`config.mk`:
```
export PLATFORM = sky130hd
export DESIGN_NAME = bitmap_first_fit_allocator_top
export DESIGN_NICKNAME = d
export VERILOG_FILES = /design/src/hdl/bffa_pkg.sv /design/src/hdl/bffa_cell.sv /design/src/hdl/bffa_ctrl.sv /design/src/hdl/bitmap_first_fit_allocator_top.sv
export SDC_FILE = /design/constraint.sdc
export NUM_CORES = 1
export LEC_CHECK = 0
export BUFFER_PORTS_ARGS = -buffer_cell sky130_fd_sc_hd__buf_4
export CAP_MARGIN = 10
export CORE_MARGIN = 4
export CORE_UTILIZATION = 55
export DETAILED_ROUTE_END_ITERATION = 16
export PLACE_DENSITY = 0.73
export SLEW_MARGIN = 40
export SYNTH_ARGS = -nofsm -noshare
export SYNTH_HDL_FRONTEND = slang
export SYNTH_SLANG_ARGS = --single-unit
```
`constraint.sdc`:
```
create_clock -name clk -period 3.24 [get_ports clk]
set_input_delay 0.162 -clock clk [delete_from_list [all_inputs] [get_ports clk]]
set_output_delay 0.162 -clock clk [all_outputs]
set_load 0.01 [all_outputs]
```
`src/hdl/bffa_pkg.sv`:
```
package bffa_pkg;

    // Request kinds carried on the input side.
    typedef enum logic [1:0] {
        OP_ALLOC = 2'd0,
        OP_FREE  = 2'd1,
        OP_CLEAR = 2'd2
    } op_t;

    // Result status codes.
    typedef enum logic [1:0] {
        STS_OK    = 2'd0,
        STS_FAIL  = 2'd1,
        STS_RANGE = 2'd2
    } status_t;

    // Sequencer states.
    typedef enum logic [1:0] {
        FSM_IDLE = 2'd0,
        FSM_SCAN = 2'd1,
        FSM_DONE = 2'd2
    } fsm_t;

    // Fixed field widths of the request and result.
    localparam int START_W = 8;
    localparam int LEN_W   = 9;
    localparam int USED_W  = 9;

    // Contents of one map cell: the allocation bit and a tentative mark that
    // flags a unit belonging to the free run currently being measured.
    typedef struct packed {
        logic used;
        logic tent;
    } cell_t;

    // Broadcast controls from the sequencer to every cell.
    typedef struct packed {
        logic shift;
        logic commit;
        logic cancel;
        logic clear;
    } ctrl_t;

endpackage

```
`src/hdl/bffa_cell.sv`:
```
module bffa_cell (
    input  logic           clk,
    input  logic           rst_n,
    input  bffa_pkg::ctrl_t ctl,
    input  bffa_pkg::cell_t nb,
    output bffa_pkg::cell_t q
);
    import bffa_pkg::*;

    cell_t q_reg;
    cell_t q_next;

    // While the ring turns, a commit turns a tentative unit into a used one
    // and a cancel drops the tentative mark.
    always_comb
    begin
        q_next = q_reg;
        if (ctl.clear)
        begin
            q_next = '0;
        end
        else if (ctl.shift)
        begin
            q_next.used = nb.used | (ctl.commit & nb.tent);
            q_next.tent = nb.tent & ~ctl.commit & ~ctl.cancel;
        end
    end

    always_ff @(posedge clk or negedge rst_n)
    begin
        if (!rst_n)
        begin
            q_reg <= '0;
        end
        else
        begin
            q_reg <= q_next;
        end
    end

    assign q = q_reg;

endmodule

```
`src/hdl/bffa_ctrl.sv`:
```
module bffa_ctrl #(
    parameter int UNITS = 256
) (
    input  logic                             clk,
    input  logic                             rst_n,
    input  logic                             in_valid,
    output logic                             in_ready,
    input  logic [1:0]                       in_op,
    input  logic [bffa_pkg::START_W-1:0]     in_start,
    input  logic [bffa_pkg::LEN_W-1:0]       in_len,
    output logic                             out_valid,
    input  logic                             out_ready,
    output logic [1:0]                       out_status,
    output logic [bffa_pkg::START_W-1:0]     out_start,
    output logic [bffa_pkg::USED_W-1:0]      out_used,
    input  bffa_pkg::cell_t                  head,
    output bffa_pkg::cell_t                  tail,
    output bffa_pkg::ctrl_t                  ctl
);
    import bffa_pkg::*;

    localparam int IW = (UNITS > 1) ? $clog2(UNITS) : 1;
    localparam int CW = $clog2(UNITS + 1);
    localparam int EW = (CW > 10) ? CW : 10;

    fsm_t                  state_reg, state_next;
    logic [1:0]            op_reg;
    logic [START_W-1:0]    start_reg;
    logic [LEN_W-1:0]      len_reg;
    logic [IW-1:0]         step_reg;
    logic [CW-1:0]         run_reg;
    logic                  found_reg;
    logic [START_W-1:0]    gstart_reg;
    logic [CW-1:0]         used_reg;
    logic [1:0]            res_status_reg;
    logic                  out_valid_reg;
    logic [1:0]            out_status_reg;
    logic [START_W-1:0]    out_start_reg;
    logic [USED_W-1:0]     out_used_reg;

    logic [EW-1:0] in_len_e, in_start_e, free_e, used_e, sub_e;
    logic [EW-1:0] len_e, step_e, range_end_e, gstart_e;
    logic [CW-1:0] run_inc;
    logic          alloc_bad, oob, immediate, last, hit, in_range, load_out;

    // Request decode and up-front checks.
    always_comb
    begin
        in_len_e   = EW'(in_len);
        in_start_e = EW'(in_start);
        used_e     = EW'(used_reg);
        free_e     = EW'(UNITS) - used_e;
        alloc_bad  = (in_len == '0) || (in_len_e > free_e);
        oob        = (in_start_e + in_len_e) > EW'(UNITS);
        sub_e      = (used_e >= in_len_e) ? (used_e - in_len_e) : '0;
        case (op_t'(in_op))
            OP_ALLOC: immediate = alloc_bad;
            OP_FREE:  immediate = oob;
            default:  immediate = 1'b1;
        endcase
    end

    // Scan datapath around the head of the ring.
    always_comb
    begin
        len_e       = EW'(len_reg);
        step_e      = EW'(step_reg);
        range_end_e = EW'(start_reg) + len_e;
        run_inc     = run_reg + CW'(1);
        last        = (step_reg == IW'(UNITS - 1));
        hit         = (op_reg == OP_ALLOC) && !found_reg && !head.used
                      && (EW'(run_inc) == len_e);
        in_range    = (step_e >= EW'(start_reg)) && (step_e < range_end_e);
        gstart_e    = step_e + EW'(1) - len_e;
    end

    // Next state.
    always_comb
    begin
        state_next = state_reg;
        case (state_reg)
            FSM_IDLE:
            begin
                if (in_valid)
                begin
                    state_next = immediate ? FSM_DONE : FSM_SCAN;
                end
            end
            FSM_SCAN:
            begin
                if (last)
                begin
                    state_next = FSM_DONE;
                end
            end
            FSM_DONE:
            begin
                if (!out_valid_reg || out_ready)
                begin
                    state_next = FSM_IDLE;
                end
            end
            default: state_next = FSM_IDLE;
        endcase
    end

    // Outputs of the sequencer: handshake, cell controls and the unit that
    // re-enters the ring at its tail.
    always_comb
    begin
        in_ready = 1'b0;
        load_out = 1'b0;
        ctl      = '0;
        tail     = head;
        case (state_reg)
            FSM_IDLE:
            begin
                in_ready  = 1'b1;
                ctl.clear = in_valid && (in_op == OP_CLEAR);
            end
            FSM_SCAN:
            begin
                ctl.shift = 1'b1;
                if (op_reg == OP_ALLOC && !found_reg)
                begin
                    tail.tent = 1'b0;
                    if (head.used)
                    begin
                        ctl.cancel = 1'b1;
                    end
                    else if (hit)
                    begin
                        ctl.commit = 1'b1;
                        tail.used  = 1'b1;
                    end
                    else if (last)
                    begin
                        ctl.cancel = 1'b1;
                    end
                    else
                    begin
                        tail.tent = 1'b1;
                    end
                end
                else if (op_reg == OP_FREE && in_range)
                begin
                    tail.used = 1'b0;
                end
            end
            FSM_DONE:
            begin
                load_out = !out_valid_reg || out_ready;
            end
            default: ;
        endcase
    end

    always_ff @(posedge clk or negedge rst_n)
    begin
        if (!rst_n)
        begin
            state_reg     <= FSM_IDLE;
            used_reg      <= '0;
            found_reg     <= 1'b0;
            out_valid_reg <= 1'b0;
        end
        else
        begin
            state_reg <= state_next;
            if (state_reg == FSM_IDLE && in_valid)
            begin
                found_reg <= 1'b0;
                case (op_t'(in_op))
                    OP_FREE:
                    begin
                        if (!oob)
                        begin
                            used_reg <= CW'(sub_e);
                        end
                    end
                    OP_CLEAR: used_reg <= '0;
                    default: ;
                endcase
            end
            else if (state_reg == FSM_SCAN && hit)
            begin
                found_reg <= 1'b1;
                used_reg  <= CW'(used_e + len_e);
            end
            if (load_out)
            begin
                out_valid_reg <= 1'b1;
            end
            else if (out_ready)
            begin
                out_valid_reg <= 1'b0;
            end
        end
    end

    // Request and result payload.
    always_ff @(posedge clk)
    begin
        if (state_reg == FSM_IDLE && in_valid)
        begin
            op_reg     <= in_op;
            start_reg  <= in_start;
            len_reg    <= in_len;
            step_reg   <= '0;
            run_reg    <= '0;
            gstart_reg <= '0;
            case (op_t'(in_op))
                OP_ALLOC: res_status_reg <= alloc_bad ? STS_FAIL : STS_OK;
                OP_FREE:  res_status_reg <= oob ? STS_RANGE : STS_OK;
                default:  res_status_reg <= STS_OK;
            endcase
        end
        else if (state_reg == FSM_SCAN)
        begin
            step_reg <= step_reg + IW'(1);
            run_reg  <= head.used ? '0 : run_inc;
            if (hit)
            begin
                gstart_reg <= gstart_e[START_W-1:0];
            end
            else if (op_reg == OP_ALLOC && last && !found_reg)
            begin
                res_status_reg <= STS_FAIL;
            end
        end
        if (load_out)
        begin
            out_status_reg <= res_status_reg;
            out_start_reg  <= gstart_reg;
            out_used_reg   <= used_e[USED_W-1:0];
        end
    end

    assign out_valid  = out_valid_reg;
    assign out_status = out_status_reg;
    assign out_start  = out_start_reg;
    assign out_used   = out_used_reg;

endmodule

```
`src/hdl/bitmap_first_fit_allocator_top.sv`:
```
// Bitmap first-fit allocator: keeps one allocation bit per unit in a ring of
// UNITS small cells and a count of used units. For an allocate or free request
// the ring turns exactly once, one unit per cycle past the scan logic at its
// head, and then the result moves into the output register. The block then
// accepts the next request. A clear, a rejected request or an unknown operation
// skips the ring turn and moves its result straight into the output register.
// One request is worked on at a time. The next one is accepted as soon as the
// previous result sits in the output register, even if the downstream side has
// not taken it yet.
module bitmap_first_fit_allocator_top #(
    parameter int UNITS = 256
) (
    input  logic        clk,
    input  logic        rst_n,
    input  logic        s_axis_tvalid,
    output logic        s_axis_tready,
    input  logic [23:0] s_axis_tdata,   // [7:0] run_start, [16:8] run_length, rest zero
    input  logic [1:0]  s_axis_tuser,   // [1:0] operation
    output logic        m_axis_tvalid,
    input  logic        m_axis_tready,
    output logic [23:0] m_axis_tdata,   // [7:0] granted_start, [16:8] units_in_use, rest zero
    output logic [1:0]  m_axis_tuser    // [1:0] status
);
    import bffa_pkg::*;

    // The ring: cell k takes its neighbor k+1 each scan cycle, and the unit
    // leaving cell 0 (the head) comes back in at the last cell, possibly
    // updated by the sequencer.
    cell_t              ring [UNITS];
    cell_t              tail;
    ctrl_t              ctl;
    logic [START_W-1:0] granted_start;
    logic [USED_W-1:0]  units_in_use;
    logic [1:0]         status;

    for (genvar k = 0; k < UNITS; k++)
    begin : g_cell
        if (k == UNITS - 1)
        begin : g_tail
            bffa_cell u_cell (
                .clk   (clk),
                .rst_n (rst_n),
                .ctl   (ctl),
                .nb    (tail),
                .q     (ring[k])
            );
        end
        else
        begin : g_body
            bffa_cell u_cell (
                .clk   (clk),
                .rst_n (rst_n),
                .ctl   (ctl),
                .nb    (ring[k+1]),
                .q     (ring[k])
            );
        end
    end

    // The sequencer holds the request, the run counter, the used-unit count
    // and the output register.
    bffa_ctrl #(
        .UNITS (UNITS)
    ) u_ctrl (
        .clk        (clk),
        .rst_n      (rst_n),
        .in_valid   (s_axis_tvalid),
        .in_ready   (s_axis_tready),
        .in_op      (s_axis_tuser),
        .in_start   (s_axis_tdata[7:0]),
        .in_len     (s_axis_tdata[16:8]),
        .out_valid  (m_axis_tvalid),
        .out_ready  (m_axis_tready),
        .out_status (status),
        .out_start  (granted_start),
        .out_used   (units_in_use),
        .head       (ring[0]),
        .tail       (tail),
        .ctl        (ctl)
    );

    assign m_axis_tdata = {7'd0, units_in_use, granted_start};
    assign m_axis_tuser = status;

endmodule

```
# Word level (Yosys, flattened, before mapping)
# Cells that the tools add are included.
# classes
addsub	9
multipliers	0
n_div	0
n_lt_le_gt_ge	5
eq_ne	13
n_shift	0
n_mux	552
bitwise	1026
n_reduce_logical	28
# ops
cell	count
2-bit 2-to-1 mux	524
1-bit bitwise AND	768
1-bit OR	256
9-bit 2-to-1 mux	5
8-bit by 9-bit adder with 10-bit output	2
1-bit 2-to-1 mux	18
9-bit case mux with 2 select lines	1
8-bit by 1-bit adder with 8-bit output (second input constant)	2
10-bit by 9-bit > comparator with 1-bit output (second input constant)	1
9-bit by 10-bit > comparator with 1-bit output	1
1-bit logical AND	10
8-bit by 10-bit < comparator with 1-bit output	1
2-bit nonzero test	5
9-bit by 9-bit subtractor with 10-bit output (first input constant)	1
9-bit by 1-bit adder with 9-bit output (second input constant)	1
9-bit adder	1
9-bit equality test	1
9-bit greater-or-equal comparator	1
9-bit logical NOT	1
3-bit AND reduction	3
9-bit subtractor	1
8-bit equality test (second input constant)	1
8-bit greater-or-equal comparator	1
8-bit subtractor	1
other kinds (15)	26
# totals
regBits	590
latchBits	0
mem_bits_rw	0
rom_bits	0
input_bits	30
out_inout_bits	28
wordCells	2159
mem_count	0

# Logic depth before layout (Yosys ltp)
# depth
ltp_word	13
mapped_depth	14

# Modules after synthesis
# From an unflattened synthesis, not the netlist that was laid out.
# unflattened
hier_cells	2650
hier_area_um2	29756.0
# modules_own_cells
module	instances	cells_per_inst	area_each_um2	seq_area_each_um2
bffa_cell	256	8	93.8	50.0
bffa_ctrl	1	594	5676.7	2026.9
bitmap_first_fit_allocator_top	1	8	56.3	0.0

# Worst setup path after synthesis
# No wires, ideal clock.
# synth_timing
kind	register to register
start	register u_ctrl.used_reg[4]
end	register u_ctrl.res_status_reg[0] (data pin)
setup_time_ps	265
arrival_time_ps	2470
required_time_ps	2975
path_slack_ps	505
stages_incl_launch_ff	10
path_buffers	0
synth_period_minus_slack_ps	2735
cell_sequence	dfrtp_1 or3_1 or3b_2 xnor2_1 ha_1 o21ai_0 nand2b_1 a31oi_1 a211oi_1 or3_1
# synth_between
elab_chain_cells	6
# synth_rtl
item	line	source
from (decl)	bffa_ctrl.sv:34	logic [CW-1:0] used_reg;
from (signal assigned)	bffa_ctrl.sv:178	used_reg <= CW'(sub_e);
from (signal assigned)	bffa_ctrl.sv:188	used_reg <= CW'(used_e + len_e);
9-bit by 9-bit subtractor with 10-bit output	bffa_ctrl.sv:52	free_e = EW'(UNITS) - used_e;
9-bit by 10-bit > comparator with 1-bit output	bffa_ctrl.sv:53	alloc_bad = (in_len == '0) || (in_len_e > free_e);
1-bit logical OR	bffa_ctrl.sv:53	
1-bit 2-to-1 mux	bffa_ctrl.sv:213	OP_ALLOC: res_status_reg <= alloc_bad ? STS_FAIL : STS_OK;
2-bit case mux with 2 select lines	bffa_ctrl.sv:212	case (op_t'(in_op))
2-bit 2-to-1 mux	bffa_ctrl.sv:204	if (state_reg == FSM_IDLE && in_valid)
to (signal assigned)	bffa_ctrl.sv:213	
to (signal assigned)	bffa_ctrl.sv:214	OP_FREE: res_status_reg <= oob ? STS_RANGE : STS_OK;
to (decl)	bffa_ctrl.sv:35	logic [1:0] res_status_reg;
# Every way passes these cells.
# A chain may end at the register's enable or synchronous reset.

# Final worst setup path
# layout_timing
start	register u_ctrl.len_reg[1]
end	register g_cell[255].g_tail.u_cell.q_reg (netlist bit g_cell[255].g_tail.u_cell.q[1])
# layout_between
elab_chain_cells	10
word_cells_on_any_way	20
cone_classes	1 x add/sub; 1 x order compare; 1 x eq/ne; 12 x mux; 2 x bitwise; 3 x reduce/logical
# layout_rtl
item	line	source
from (decl)	bffa_ctrl.sv:29	logic [LEN_W-1:0] len_reg;
from (signal assigned)	bffa_ctrl.sv:208	len_reg <= in_len;
8-bit by 9-bit adder with 10-bit output or 9-bit equality test (tied branches)	bffa_ctrl.sv:68, bffa_ctrl.sv:72	
8-bit by 10-bit < comparator with 1-bit output or 1-bit logical AND (tied branches)	bffa_ctrl.sv:73, bffa_ctrl.sv:72	
1-bit logical AND or 1-bit 2-to-1 mux (tied branches)	bffa_ctrl.sv:73, bffa_ctrl.sv:131	
1-bit logical AND, or another cell as far along	bffa_ctrl.sv:145	else if (op_reg == OP_FREE && in_range)
1-bit 2-to-1 mux, or another cell as far along	bffa_ctrl.sv:145	
1-bit 2-to-1 mux, or another cell as far along	bffa_ctrl.sv:124	if (op_reg == OP_ALLOC && !found_reg)
2-bit 2-to-1 mux or 1-bit bitwise AND (tied branches)	bffa_ctrl.sv:115, bffa_cell.sv:24	
1-bit OR (*)	bffa_cell.sv:24	q_next.used = nb.used | (ctl.commit & nb.tent);
2-bit 2-to-1 mux (*)	bffa_cell.sv:22	else if (ctl.shift)
2-bit 2-to-1 mux (*)	bffa_cell.sv:18	if (ctl.clear)
to (signal assigned)	bffa_cell.sv:37	q_reg <= q_next;
to (decl)	bffa_cell.sv:10	cell_t q_reg;
# Mark *: on every way between the ends. The rest lies on a longest branch, timed or not. The select of a mux whose other input is x is not followed.

==> out/qor.txt <==
Remaining Overflow, GRT - 0
Register-to-Register Path Depth - 13
status - finished, violations left
skew final - 0.01522 ns
area delta synth->final - 13.37%
Ant. Diodes - 0
crit start category - register
CTS Buf Count - 58
GP Congestion - 0.8965
clock network power share - 0.301
die area - 0.04902 mm2
CTS tree - built
VDD IR max - 0.0004838 V
CP Class - register to register
Die X - 221.4 um
worst hold path type - input port to async pin
crit-path max cell delay - 0.55 ns
final hold vios - 2
CP Data Arrival Time - 3.48 ns
Starting Density - 0.5615
Slew Viols, Final - 0
Avg WL per Cell - 17.18 um
Skew-Pair Late Insertion Delay - 0.62 ns
actual slew at the worst max-slew pin - 0.6656 ns
Setup Viol. Count Final - 0
Final nets - 2,425
setup tns final - 0 ns
Hold Slack - -0.002402 ns
Reg power frac - 0.421
Synth area leaders - dfrtp_1 52%, a22o_1 9.1%, a21oi_1 6.0%
critical path cell sequence - ha_1 > a21o_1 > a21oi_1 > nor2b_1 > o21a_1 > o31a_1 > nor2_1 > xor2_1 > ha_1 > nor3_1 > o21ai_0 > o211ai_1 > a41oi_1
nature of the critical path endpoint - register
core area - 0.04461 mm2
Post-route DRC - 0
sw power - 7.934 mW
placed cell areas - 0.02611 mm2
initial antenna violation count - 0
row cnt - 77
fin util - 0.6366
vias in the first global route - 17.78k
reg2reg start - u_ctrl.len_reg[1]
largest area contributor in the netlist - dfrtp_1
aggregate global-route resource usage - 0.2070
min cycle time layout - 3.008 ns
drt first pass iters - 7
CP max-delay cell - edfxtp_1
sequential fraction of the synthesis area - 0.5924
Leakage - 12.72 nW
Mapped Area - 0.02505 mm2
most common cell after layout, fill and taps aside - dfrtp_1
max reg flops - 510
drt total wl - 50.84 mm
CP startpoint - u_ctrl.len_reg[1]
maximum fanout along the worst path - 5
number of enable flip-flop cells after synthesis - 40
f_max - 0.3324 GHz
max cap viols - 0
Synth Warn # - 0
setup repair bufs after CTS - 0
Final ANT Viol Nets - 0
crit share post-route - 0.9284
commonest cells after routing, fill and taps aside - 525 x dfrtp_1, 299 x a21oi_1, 288 x nand2_1, 260 x a22o_1, 250 x o21ai_1
H-tree depth - 2
RSZ-0062 raised after global routing - false
top cell type's share of synthesized area - 0.5245
Initial DRC Count - 1,588
Max transition margin - 0.5563
Switching Share - 0.3385
post-synth cell types - 65
Post-Layout Cell Count - 2,959
root buffer cell - clkbuf_16
reg2reg setup slack - 0.23 ns
largest net degree at the start of global routing - 121
P_int - 15.50 mW
CP required - 3.72 ns
Placed Cells - 2,825
IO Port Bufs - 43
ys async rst share - 0.8898
ratio of cells with drive above 1 in the final layout - 0.08745
FILL cells - 3,455
Cells after Synth - 2,298
syn avg cell area - 10.90 um2
R2R Path End - g_cell[255].g_tail.u_cell.q[1]
failing checks - hold timing
Post-synth top flop - dfrtp_1
Max clock buf depth - 3
flops & latches, synth - 590
clock sink count - 590
Detailed Place HPWL - 29.55 mm
die height - 221.4 um
io pins - 58
Worst path most repeated cell - ha_1
PD cells - 825.4 mW/mm2
Comb pwr share - 0.278
first-pass GRT wire length - 88.29 mm
vias - 17.63k
Vias/cell - 5.959
clock-pin slew on the worst setup and hold paths - 0.06 ns
Final Cell Area - 0.02840 mm2
==> cell usage after synthesis, types with 3 or more instances <==
cell	count
a211oi_1	6
a21o_1	17
a21oi_1	300
a22o_1	260
a22oi_1	3
a31oi_1	3
and3_1	6
buf_2	45
buf_4	22
clkbuf_1	93
dfrtp_1	525
dfxtp_1	25
edfxtp_1	40
fa_1	5
ha_1	73
inv_1	48
mux2_2	6
mux2i_1	8
nand2_1	288
nand2b_1	11
nand3_1	5
nand4_1	9
nor2_1	47
nor2b_1	16
nor3_1	20
nor3b_1	4
nor4_1	9
o211ai_1	6
o21a_1	8
o21ai_0	36
o21ai_1	250
o21bai_1	4
o221ai_1	3
o22ai_1	3
o31a_1	3
or2_2	4
or3_1	8
or4_1	3
xnor2_1	25
xor2_1	20
==> worst max path at each step <==
| stage | endpoint | cells past startpoint |
|---|---|---|
| global route | g_cell[84].g_body.u_cell.q[1] | 10 |
| global placement | u_ctrl.state_reg[0] | 9 |
| floorplan | u_ctrl.res_status_reg[0] | 9 |
| detailed placement | g_cell[124].g_body.u_cell.q[1] | 10 |
| CTS | g_cell[124].g_body.u_cell.q[1] | 10 |
| finish | g_cell[255].g_tail.u_cell.q[1] | 13 |
==> layer usage <==
layer / wire length [um] / vias to the layer above / track usage
li1: - / 8305 / -
met5: 0 / - / 0
met4: 1435 / 0 / 0.06503
met1: 24090 / 8901 / 0.3017
met2: 23320 / 320 / 0.3214
met3: 1994 / 108 / 0.03631
==> power groups by stage <==
stage / Combinational (mW) / Clock, mW / Sequential [mW]
after floorplan: 4.62 / 0 / 9.79
after global placement: 6.22 / 0 / 9.92
after detailed placement: 6.44 / 0 / 9.97
after CTS: 6.52 / 7.23 / 9.86
after global routing: 7.41 / 7.54 / 10.1
final: 6.52 / 7.06 / 9.86
==> critical path: cells and delay by family, from the launching register on <==
family          cells  cell delay, ns
compound gates      7            1.24
xor+xnor            1            0.09
fa+ha+maj           2            0.57
flops               1            0.55
simple gates        3            0.41
==> kinds of logic after synthesis <==
kind of cell             after synthesis  synth area share
AO/OA/AOI/OAI                        919            0.2308
flip-flops                           590            0.5924
AND/OR/NAND/NOR                      441           0.07748
buffers and inverters                210           0.03701
adder cells (fa/ha/maj)               78           0.04046
XOR/XNOR                              45           0.01574
multiplexers                          14          0.005894
other                                  1         0.0001497
==> final cells by class <==
type	count	area, um2	share of cell area
Multi-Input combinational cell	1504	9328	0.3285
Inverter	48	180.2	0.006345
Tap cell	592	740.7	0.02609
Clock inverter	32	387.9	0.01366
Sequential cell	590	14840	0.5226
Timing Repair Buffer	115	1291	0.04547
Clock buffer	78	1629	0.05737
==> stage by stage <==
step           total power [mW]  setup WS [ns]
2_1_floorplan             14.41         0.5046
3_3_place_gp              16.14         0.3387
3_5_place_dp              16.41         0.2802
4_1_cts                   23.61         0.2515
5_1_grt                   25.00        0.01220
6_report                  23.44         0.2319
==> what timing repair did <==
item	in CTS	in global routing
hold endpoints to repair	110	0
hold buffers	22	0
resized for setup	0	0
(Power assumes the default switching activity.)
